$ cat config.mk
export PLATFORM = sky130hd
export DESIGN_NAME = encoder_wheel_speed_estimator_flat
export DESIGN_NICKNAME = d
export VERILOG_FILES = /design/src/rtl/ews_pkg.sv /design/src/rtl/ews_if.sv /design/src/rtl/encoder_wheel_speed_estimator.sv /design/src/rtl/ews_div.sv /design/src/flat_wrapper.sv
export SDC_FILE = /design/constraint.sdc
export NUM_CORES = 2
export LEC_CHECK = 0
export BUFFER_PORTS_ARGS = -buffer_cell sky130_fd_sc_hd__buf_2
export CAP_MARGIN = 20
export CORE_UTILIZATION = 64
export DETAILED_ROUTE_END_ITERATION = 12
export PLACE_DENSITY = 0.82
export SLEW_MARGIN = 20
export SYNTH_ARGS = -nofsm -noshare
export SYNTH_HDL_FRONTEND = slang
export SYNTH_SLANG_ARGS = --single-unit
$ cat constraint.sdc
create_clock -name clk -period 12.33 [get_ports clk]
set_input_delay 2.466 -clock clk [delete_from_list [all_inputs] [get_ports clk]]
set_output_delay 2.466 -clock clk [all_outputs]
set_load 0.02 [all_outputs]
$ cat src/rtl/ews_pkg.sv
package ews_pkg;

    // Wheels served by this build, and the wheel fields on the channels.
    localparam int WHEEL_COUNT = 4;
    localparam int MAX_WHEELS  = 4;
    localparam int WHEEL_IDX_W = (WHEEL_COUNT > 1) ? $clog2(WHEEL_COUNT) : 1;

    localparam int COUNT_W = 16;
    localparam int TIME_W  = 32;
    localparam int RPM_W   = 16;
    localparam int CPR_W   = 16;

    // Divider operands: |delta| * 60000 fits 31 bits, cpr * dt needs 48.
    localparam int NUM_W   = 31;
    localparam int DEN_W   = CPR_W + TIME_W;
    localparam int STEP_W  = $clog2(NUM_W);

    localparam logic [15:0]       RPM_SCALE   = 16'd60000;
    localparam logic [RPM_W-1:0]  RPM_MAX     = 16'h7FFF;
    localparam logic [RPM_W-1:0]  RPM_MIN_MAG = 16'h8000;
    localparam logic [CPR_W-1:0]  CPR_RESET   = 16'd1024;

    typedef enum logic [2:0] {
        ST_IDLE,
        ST_MUL,
        ST_LOAD,
        ST_DIV,
        ST_STORE,
        ST_DONE
    } ews_state_t;

endpackage

$ cat src/rtl/ews_if.sv
interface ews_in_if;
    logic                          valid;
    logic                          ready;
    logic [ews_pkg::TIME_W-1:0]    now_ms;
    logic [ews_pkg::COUNT_W-1:0]   count_wheel0;
    logic [ews_pkg::COUNT_W-1:0]   count_wheel1;
    logic [ews_pkg::COUNT_W-1:0]   count_wheel2;
    logic [ews_pkg::COUNT_W-1:0]   count_wheel3;

    modport source (output valid, now_ms, count_wheel0, count_wheel1, count_wheel2,
                    count_wheel3, input ready);
    modport sink   (input valid, now_ms, count_wheel0, count_wheel1, count_wheel2,
                    count_wheel3, output ready);
endinterface

interface ews_out_if;
    logic                               valid;
    logic                               ready;
    logic signed [ews_pkg::RPM_W-1:0]   rpm_wheel0;
    logic signed [ews_pkg::RPM_W-1:0]   rpm_wheel1;
    logic signed [ews_pkg::RPM_W-1:0]   rpm_wheel2;
    logic signed [ews_pkg::RPM_W-1:0]   rpm_wheel3;

    modport source (output valid, rpm_wheel0, rpm_wheel1, rpm_wheel2, rpm_wheel3,
                    input ready);
    modport sink   (input valid, rpm_wheel0, rpm_wheel1, rpm_wheel2, rpm_wheel3,
                    output ready);
endinterface

interface ews_cfg_if;
    logic                          valid;
    logic                          ready;
    logic [ews_pkg::CPR_W-1:0]     counts_per_rev;

    modport source (output valid, counts_per_rev, input ready);
    modport sink   (input valid, counts_per_rev, output ready);
endinterface

$ cat src/rtl/encoder_wheel_speed_estimator.sv
// Channel  | Dir | Payload                                   | Accepted when
// ---------+-----+-------------------------------------------+----------------------------
// cfg      | in  | counts_per_rev (16b, 0 acts as 1)         | cfg.valid && cfg.ready
// samples  | in  | now_ms (32b), count_wheel0..3 (16b)       | samples.valid && samples.ready
// speeds   | out | rpm_wheel0..3 (16b signed, saturated)     | speeds.valid && speeds.ready
//
// One beat in yields one beat out. With elapsed time, the sequencer first forms cpr * dt,
// then per wheel loads |delta| * 60000 into the shared bit-serial divider, waits for the
// quotient, and saturates and stores it. A beat with no elapsed time repeats the held
// speeds. samples.ready is high only while the sequencer is idle; a finished beat waits
// in the output register, so a new sample may enter while speeds stalls. Reset: cpr 1024,
// state 0.
module encoder_wheel_speed_estimator (
    input  logic       clk,
    input  logic       rst_n,
    ews_cfg_if.sink    cfg,
    ews_in_if.sink     samples,
    ews_out_if.source  speeds
);

    ews_pkg::ews_state_t state_reg, state_next;

    // configuration
    logic [ews_pkg::CPR_W-1:0]  cpr_reg;
    logic [ews_pkg::CPR_W-1:0]  cpr_eff;

    // architectural state
    logic [ews_pkg::COUNT_W-1:0]      prev_count_reg [ews_pkg::WHEEL_COUNT];
    logic signed [ews_pkg::RPM_W-1:0] held_reg       [ews_pkg::WHEEL_COUNT];
    logic [ews_pkg::TIME_W-1:0]       prev_time_reg;

    // per-beat working registers
    logic [ews_pkg::COUNT_W-1:0]  cur_count_reg [ews_pkg::WHEEL_COUNT];
    logic [ews_pkg::TIME_W-1:0]   now_reg;
    logic [ews_pkg::TIME_W-1:0]   dt_reg;
    logic [ews_pkg::DEN_W-1:0]    den_reg;
    logic [ews_pkg::WHEEL_IDX_W-1:0] wheel_reg;
    logic                         neg_reg;

    // output register
    logic                              out_valid_reg, out_valid_next;
    logic signed [ews_pkg::RPM_W-1:0]  rpm_out_reg [ews_pkg::MAX_WHEELS];

    // sequencer strobes
    logic accept, do_mul, do_load, do_store, do_out, last_wheel;

    // wheel datapath
    logic [ews_pkg::COUNT_W-1:0]       in_count [ews_pkg::MAX_WHEELS];
    logic signed [ews_pkg::RPM_W-1:0]  held_full [ews_pkg::MAX_WHEELS];
    logic [ews_pkg::COUNT_W-1:0]       diff;
    logic [ews_pkg::COUNT_W-1:0]       mag;
    logic [31:0]                       prod;
    logic [ews_pkg::TIME_W-1:0]        dt_next;
    logic                              div_last;
    logic [ews_pkg::NUM_W-1:0]         div_quot;
    logic [ews_pkg::RPM_W-1:0]         mag_sat;
    logic signed [ews_pkg::RPM_W-1:0]  rpm_sat;

    assign cfg.ready     = 1'b1;
    assign cpr_eff       = (cpr_reg == '0) ? ews_pkg::CPR_W'(1) : cpr_reg;

    assign samples.ready = (state_reg == ews_pkg::ST_IDLE);
    assign accept        = samples.valid && samples.ready;
    assign dt_next       = samples.now_ms - prev_time_reg;

    assign in_count[0] = samples.count_wheel0;
    assign in_count[1] = samples.count_wheel1;
    assign in_count[2] = samples.count_wheel2;
    assign in_count[3] = samples.count_wheel3;

    // wheel delta, sign and magnitude; 0x8000 negates to itself as 32768
    assign diff = cur_count_reg[wheel_reg] - prev_count_reg[wheel_reg];
    assign mag  = diff[ews_pkg::COUNT_W-1] ? (~diff + 1'b1) : diff;
    assign prod = mag * ews_pkg::RPM_SCALE;

    ews_div u_div (
        .clk   (clk),
        .rst_n (rst_n),
        .start (do_load),
        .num   (prod[ews_pkg::NUM_W-1:0]),
        .den   (den_reg),
        .last  (div_last),
        .quot  (div_quot)
    );

    // saturate: positive side to 32767, negative magnitude to 32768
    always_comb
    begin
        if (neg_reg)
        begin
            mag_sat = (div_quot > ews_pkg::NUM_W'(ews_pkg::RPM_MIN_MAG))
                      ? ews_pkg::RPM_MIN_MAG : div_quot[ews_pkg::RPM_W-1:0];
            rpm_sat = $signed(ews_pkg::RPM_W'(0) - mag_sat);
        end
        else
        begin
            mag_sat = (div_quot > ews_pkg::NUM_W'(ews_pkg::RPM_MAX))
                      ? ews_pkg::RPM_MAX : div_quot[ews_pkg::RPM_W-1:0];
            rpm_sat = $signed(mag_sat);
        end
    end

    assign last_wheel = (wheel_reg == ews_pkg::WHEEL_IDX_W'(ews_pkg::WHEEL_COUNT - 1));

    // unused wheel fields read as zero
    for (genvar i = 0; i < ews_pkg::MAX_WHEELS; i++)
    begin : g_held
        if (i < ews_pkg::WHEEL_COUNT)
        begin : g_used
            assign held_full[i] = held_reg[i];
        end
        else
        begin : g_unused
            assign held_full[i] = '0;
        end
    end

    // sequencer
    always_ff @(posedge clk or negedge rst_n)
    begin
        if (!rst_n)
            state_reg <= ews_pkg::ST_IDLE;
        else
            state_reg <= state_next;
    end

    always_comb
    begin
        state_next = state_reg;
        do_mul     = 1'b0;
        do_load    = 1'b0;
        do_store   = 1'b0;
        do_out     = 1'b0;
        unique case (state_reg)
            ews_pkg::ST_IDLE:
            begin
                if (accept)
                    state_next = (dt_next == '0) ? ews_pkg::ST_DONE : ews_pkg::ST_MUL;
            end
            ews_pkg::ST_MUL:
            begin
                do_mul     = 1'b1;
                state_next = ews_pkg::ST_LOAD;
            end
            ews_pkg::ST_LOAD:
            begin
                do_load    = 1'b1;
                state_next = ews_pkg::ST_DIV;
            end
            ews_pkg::ST_DIV:
            begin
                if (div_last)
                    state_next = ews_pkg::ST_STORE;
            end
            ews_pkg::ST_STORE:
            begin
                do_store   = 1'b1;
                state_next = last_wheel ? ews_pkg::ST_DONE : ews_pkg::ST_LOAD;
            end
            ews_pkg::ST_DONE:
            begin
                if (!out_valid_reg || speeds.ready)
                begin
                    do_out     = 1'b1;
                    state_next = ews_pkg::ST_IDLE;
                end
            end
            default:
                state_next = ews_pkg::ST_IDLE;
        endcase
    end

    // control and state registers
    always_ff @(posedge clk or negedge rst_n)
    begin
        if (!rst_n)
        begin
            cpr_reg       <= ews_pkg::CPR_RESET;
            prev_time_reg <= '0;
            wheel_reg     <= '0;
            out_valid_reg <= 1'b0;
            for (int i = 0; i < ews_pkg::WHEEL_COUNT; i++)
            begin
                prev_count_reg[i] <= '0;
                held_reg[i]       <= '0;
            end
        end
        else
        begin
            if (cfg.valid && cfg.ready)
                cpr_reg <= cfg.counts_per_rev;
            out_valid_reg <= out_valid_next;
            if (accept)
                wheel_reg <= '0;
            else if (do_store && !last_wheel)
                wheel_reg <= wheel_reg + 1'b1;
            if (do_store)
            begin
                held_reg[wheel_reg]       <= rpm_sat;
                prev_count_reg[wheel_reg] <= cur_count_reg[wheel_reg];
                if (last_wheel)
                    prev_time_reg <= now_reg;
            end
        end
    end

    always_comb
    begin
        out_valid_next = out_valid_reg;
        if (do_out)
            out_valid_next = 1'b1;
        else if (speeds.ready)
            out_valid_next = 1'b0;
    end

    // payload registers
    always_ff @(posedge clk)
    begin
        if (accept)
        begin
            now_reg <= samples.now_ms;
            dt_reg  <= dt_next;
            for (int i = 0; i < ews_pkg::WHEEL_COUNT; i++)
                cur_count_reg[i] <= in_count[i];
        end
        if (do_mul)
            den_reg <= cpr_eff * dt_reg;
        if (do_load)
            neg_reg <= diff[ews_pkg::COUNT_W-1];
        if (do_out)
            for (int i = 0; i < ews_pkg::MAX_WHEELS; i++)
                rpm_out_reg[i] <= held_full[i];
    end

    assign speeds.valid      = out_valid_reg;
    assign speeds.rpm_wheel0 = rpm_out_reg[0];
    assign speeds.rpm_wheel1 = rpm_out_reg[1];
    assign speeds.rpm_wheel2 = rpm_out_reg[2];
    assign speeds.rpm_wheel3 = rpm_out_reg[3];

`ifndef SYNTH
    // a taken sample closes the input until the sequencer is back to idle
    a_one_at_a_time: assert property (@(posedge clk) disable iff (!rst_n)
        accept |=> !samples.ready)
        else $error("sample taken while a beat is in work");

    // divider finishes only while the sequencer waits on it
    a_div_owner: assert property (@(posedge clk) disable iff (!rst_n)
        div_last |-> (state_reg == ews_pkg::ST_DIV))
        else $error("divider finished outside the divide state");

    // a result appears only from the done state
    a_out_source: assert property (@(posedge clk) disable iff (!rst_n)
        $rose(out_valid_reg) |-> $past(state_reg == ews_pkg::ST_DONE))
        else $error("result raised outside the done state");

    // wheel index stays within the wheels in use
    a_wheel_range: assert property (@(posedge clk) disable iff (!rst_n)
        wheel_reg <= ews_pkg::WHEEL_IDX_W'(ews_pkg::WHEEL_COUNT - 1))
        else $error("wheel index out of range");
`endif

endmodule

$ cat src/rtl/ews_div.sv
// Restoring divider, one quotient bit per cycle, MSB first.
module ews_div (
    input  logic                         clk,
    input  logic                         rst_n,
    input  logic                         start,
    input  logic [ews_pkg::NUM_W-1:0]    num,
    input  logic [ews_pkg::DEN_W-1:0]    den,
    output logic                         last,
    output logic [ews_pkg::NUM_W-1:0]    quot
);

    logic                          busy_reg, busy_next;
    logic [ews_pkg::STEP_W-1:0]    cnt_reg, cnt_next;
    logic [ews_pkg::DEN_W-1:0]     rem_reg, rem_next;
    logic [ews_pkg::NUM_W-1:0]     quo_reg, quo_next;
    logic [ews_pkg::DEN_W:0]       trial;
    logic                          fits;

    assign trial = {rem_reg, quo_reg[ews_pkg::NUM_W-1]};
    assign fits  = trial >= {1'b0, den};
    assign last  = busy_reg && (cnt_reg == '0);
    assign quot  = quo_reg;

    always_comb
    begin
        busy_next = busy_reg;
        cnt_next  = cnt_reg;
        rem_next  = rem_reg;
        quo_next  = quo_reg;
        if (start)
        begin
            busy_next = 1'b1;
            cnt_next  = ews_pkg::STEP_W'(ews_pkg::NUM_W - 1);
            rem_next  = '0;
            quo_next  = num;
        end
        else if (busy_reg)
        begin
            // remainder stays below den, so the difference fits DEN_W bits
            rem_next  = fits ? ews_pkg::DEN_W'(trial - {1'b0, den})
                             : trial[ews_pkg::DEN_W-1:0];
            quo_next  = {quo_reg[ews_pkg::NUM_W-2:0], fits};
            cnt_next  = cnt_reg - 1'b1;
            busy_next = (cnt_reg != '0);
        end
    end

    always_ff @(posedge clk or negedge rst_n)
    begin
        if (!rst_n)
        begin
            busy_reg <= 1'b0;
            cnt_reg  <= '0;
        end
        else
        begin
            busy_reg <= busy_next;
            cnt_reg  <= cnt_next;
        end
    end

    always_ff @(posedge clk)
    begin
        rem_reg <= rem_next;
        quo_reg <= quo_next;
    end

endmodule
$ cat src/flat_wrapper.sv
// flat-port wrapper written by rule: the top's interface ports become plain ports
module encoder_wheel_speed_estimator_flat 
  (clk, rst_n, cfg_valid, cfg_counts_per_rev, cfg_ready, samples_valid, samples_now_ms, samples_count_wheel0, samples_count_wheel1, samples_count_wheel2, samples_count_wheel3, samples_ready, speeds_valid, speeds_rpm_wheel0, speeds_rpm_wheel1, speeds_rpm_wheel2, speeds_rpm_wheel3, speeds_ready);
  ews_cfg_if cfg_i ();
  ews_in_if samples_i ();
  ews_out_if speeds_i ();
  input  logic clk;
  input  logic rst_n;
  input wire logic [$bits(cfg_i.valid)-1:0] cfg_valid;
  input wire logic [$bits(cfg_i.counts_per_rev)-1:0] cfg_counts_per_rev;
  output wire logic [$bits(cfg_i.ready)-1:0] cfg_ready;
  input wire logic [$bits(samples_i.valid)-1:0] samples_valid;
  input wire logic [$bits(samples_i.now_ms)-1:0] samples_now_ms;
  input wire logic [$bits(samples_i.count_wheel0)-1:0] samples_count_wheel0;
  input wire logic [$bits(samples_i.count_wheel1)-1:0] samples_count_wheel1;
  input wire logic [$bits(samples_i.count_wheel2)-1:0] samples_count_wheel2;
  input wire logic [$bits(samples_i.count_wheel3)-1:0] samples_count_wheel3;
  output wire logic [$bits(samples_i.ready)-1:0] samples_ready;
  output wire logic [$bits(speeds_i.valid)-1:0] speeds_valid;
  output wire logic [$bits(speeds_i.rpm_wheel0)-1:0] speeds_rpm_wheel0;
  output wire logic [$bits(speeds_i.rpm_wheel1)-1:0] speeds_rpm_wheel1;
  output wire logic [$bits(speeds_i.rpm_wheel2)-1:0] speeds_rpm_wheel2;
  output wire logic [$bits(speeds_i.rpm_wheel3)-1:0] speeds_rpm_wheel3;
  input wire logic [$bits(speeds_i.ready)-1:0] speeds_ready;
  assign cfg_i.valid = cfg_valid;
  assign cfg_i.counts_per_rev = cfg_counts_per_rev;
  assign cfg_ready = cfg_i.ready;
  assign samples_i.valid = samples_valid;
  assign samples_i.now_ms = samples_now_ms;
  assign samples_i.count_wheel0 = samples_count_wheel0;
  assign samples_i.count_wheel1 = samples_count_wheel1;
  assign samples_i.count_wheel2 = samples_count_wheel2;
  assign samples_i.count_wheel3 = samples_count_wheel3;
  assign samples_ready = samples_i.ready;
  assign speeds_valid = speeds_i.valid;
  assign speeds_rpm_wheel0 = speeds_i.rpm_wheel0;
  assign speeds_rpm_wheel1 = speeds_i.rpm_wheel1;
  assign speeds_rpm_wheel2 = speeds_i.rpm_wheel2;
  assign speeds_rpm_wheel3 = speeds_i.rpm_wheel3;
  assign speeds_i.ready = speeds_ready;
  encoder_wheel_speed_estimator u_core (.clk(clk), .rst_n(rst_n), .cfg(cfg_i), .samples(samples_i), .speeds(speeds_i));
endmodule
==> metrics.cfg <==
[floorplan]
core_area_sq_um = 67800
die_h_um = 265
io_pins = 184
die_x_um = 265
die_area_sq_um = 70000
num_rows = 95
start_util_pct = 65.1

[critical_path]
startpoint = u_core.wheel_reg[0]
reg2regPathDepth = 32
cp_slowest_cell = dfrtp_2
r2r_slack_ns = 2.45
path_delay_family = adder cells
r2r-end = u_core.u_div.quot[30]
cp.arrival_ns = 10.23
critPathCaptureType = flop
worstPathRequired_ns = 12.68
path_buf_inv = 6
start_kind = flop
path_max_fanout = 24
crit_type = flop to flop
crit_top_cell = inv_1
r2r_start = u_core.wheel_reg[0]
slowest_delay_ns = 0.88

[routing]
drtIter0Drc = 2546
via_per_inst = 5.94
drc = 0
wl_mm = 104
drt_pass1_iterations = 9
post_drt_wl_per_cell_um = 19.1
vias = 32478
ant_nets = 0

[synth]
async_reset_ff_share_pct = 37.0
synth_top_cell_by_area = fa_1
synth.distinct_cells = 98
synth_cells = 4464
seq_area_frac_synth_pct = 31.2
syn-cell-area_sq_um = 44100
synth_top_area_share_pct = 21.5
synth_edf_count = 267
ys_seq_elements = 508
syn_nets = 5350
synth.avg_cell_area_sq_um = 9.89
synth_warnings = 0
synth_flop_cell = edfxtp_1
synth.area.top_cells = fa_1, edfxtp_1, dfrtp_1

[timing]
fmax_ghz = 0.101
hold_violations = 0
worst_pin_slew_ns = 1.09
finalSetupViolCount = 0
slew_violations = 0
skew_ns = 0.0762
grt_setup_unrepaired = false
min_period_ns = 9.88
relSlewSlack_pct = 27.3
setup_tns_ns = 0
finalCritPeriodShare_pct = 80.2

[run]
drv_cap = 0

[clock_tree]
cts_setup_buffers = 0
root_buffer = clkbuf_16
cts_resized = 0
cts.sinks = 508
cts_tree = yes
insertion_delay_ns = 0.65
numCtsBuffers = 55
ctsHoldBuffers = 0
cts_max_level = 2
clockBufferDepth = 3
clkTransAtPathRegs_ns = 0.07

[placement]
io_buffers = 182
gp_congestion = 0.925
place_inst = 5360
dpl.hpwl_mm = 77.4

[global_routing]
grt.total_usage_pct = 30.6
grt_pass1_wl_mm = 172
grt_use_met3_pct = 4.16
grt_pass1_vias = 34046
grt-ovfl-total = 0
antenna_found_initial = 1
globalRouteMet2Util_pct = 53.7
top_usage_layer = met2
grt_max_degree = 124
grtUsageMet1_pct = 38.7

[layout]
fillCellCount = 4963
nets = 5430
final_common_cell = nand2_1
stdcell_count = 5465
final_cell_mix = nand2_1, inv_1, fa_1
drive_above_1_share_pct = 10.2
area_growth_pct = 7.95

[hold_path]
min_path_cells = 2
min-delay-start = u_core.u_div.rem_reg[45]
hold_end = u_core.u_div.rem_reg[46]
hp-class = flop to flop

[run_status]
outcome = complete, no violations

metal layers:
metal  vias up  part of all wire (%)
li1      14907                     -
met3       302                   6.9
met4         0                   3.8
met2      1234                    50
met1     16035                    39
met5         -                     0
worst register-to-register path: cells and delay by family (launching register included):
family	cells	cell delay, ns
adders and majority gates	7	2.96
AOI/OAI and AO/OA	7	1.68
and+or+nand+nor	8	1.62
xor gates and xnor gates	3	1.22
DFF	1	0.88
buffers and inverters	6	0.70
muxes	1	0.54
worst max-delay path by stage:
stage               cells past startpoint                     to  slack (ns)
global placement                       32  u_core.u_div.quot[30]        2.71
detailed placement                     32  u_core.u_div.quot[30]        2.53
global route                           29  u_core.u_div.quot[29]        1.68
CTS                                    32  u_core.u_div.quot[30]        2.47
floorplan                              36  u_core.u_div.quot[30]        2.99
finish                                 32  u_core.u_div.quot[30]        2.45
cell families (layout without fill, tap and decap cells):
kind of cell / Yosys count / count (layout) / share of synthesized area, %
xor gates and xnor gates: 164 / 164 / 3.27
muxes: 127 / 127 / 4.01
and+or+nand+nor: 1315 / 1315 / 13.7
adders and majority gates: 770 / 770 / 29.9
other: 1 / 2 / 0.00850
buffers and inverters: 855 / 982 / 7.33
AOI/OAI and AO/OA: 724 / 724 / 10.5
DFF: 508 / 508 / 31.2
synth_stat cells (18+ instances only):
master	instances
edfxtp_1	267
o21ai_0	196
mux2i_1	18
o211ai_1	18
and3_1	23
mux4_2	32
inv_1	656
a21o_1	72
ha_1	296
nand2b_1	32
a311oi_1	28
nor3_1	51
nand4_1	18
a21oi_1	165
a211oi_1	21
nor2_1	147
and2_1	164
xor2_1	52
o21bai_1	27
nor2b_1	45
or3_1	19
nand3_1	75
mux2_2	76
fa_1	473
xnor2_1	111
o21a_1	31
nand2_1	680
clkbuf_1	169
a31oi_1	31
dfrtp_1	187
dfxtp_1	53
layout make-up:
type	count	area [sq um]	share of cell area, %
Antenna cell	1	2.50	0.00525
Clock buffer	70	1470	3.09
Clock inverter	34	450	0.945
Inverter	661	2480	5.21
Multi-Input combinational cell	3101	27200	57.0
Sequential cell	508	13800	28.9
Tap cell	873	1090	2.29
Timing Repair Buffer	217	1190	2.49
stage by stage:
step | util (%) | setup WS [ns] | cell area, sq um | hold slack, ns
floorplan | - | 2.99 | 44100 | 0.415
global placement | 67.5 | 2.71 | 45700 | 0.419
detailed placement | 67.5 | 2.53 | 45700 | 0.429
CTS | 70.3 | 2.47 | 47600 | 0.430
global route | 70.3 | 1.68 | 47600 | 0.448
finish | 70.3 | 2.45 | 47600 | 0.439
Power is left out: the tool's default activity adds up to more than one toggle a clock period on the data nets, which glitch-free logic cannot reach.
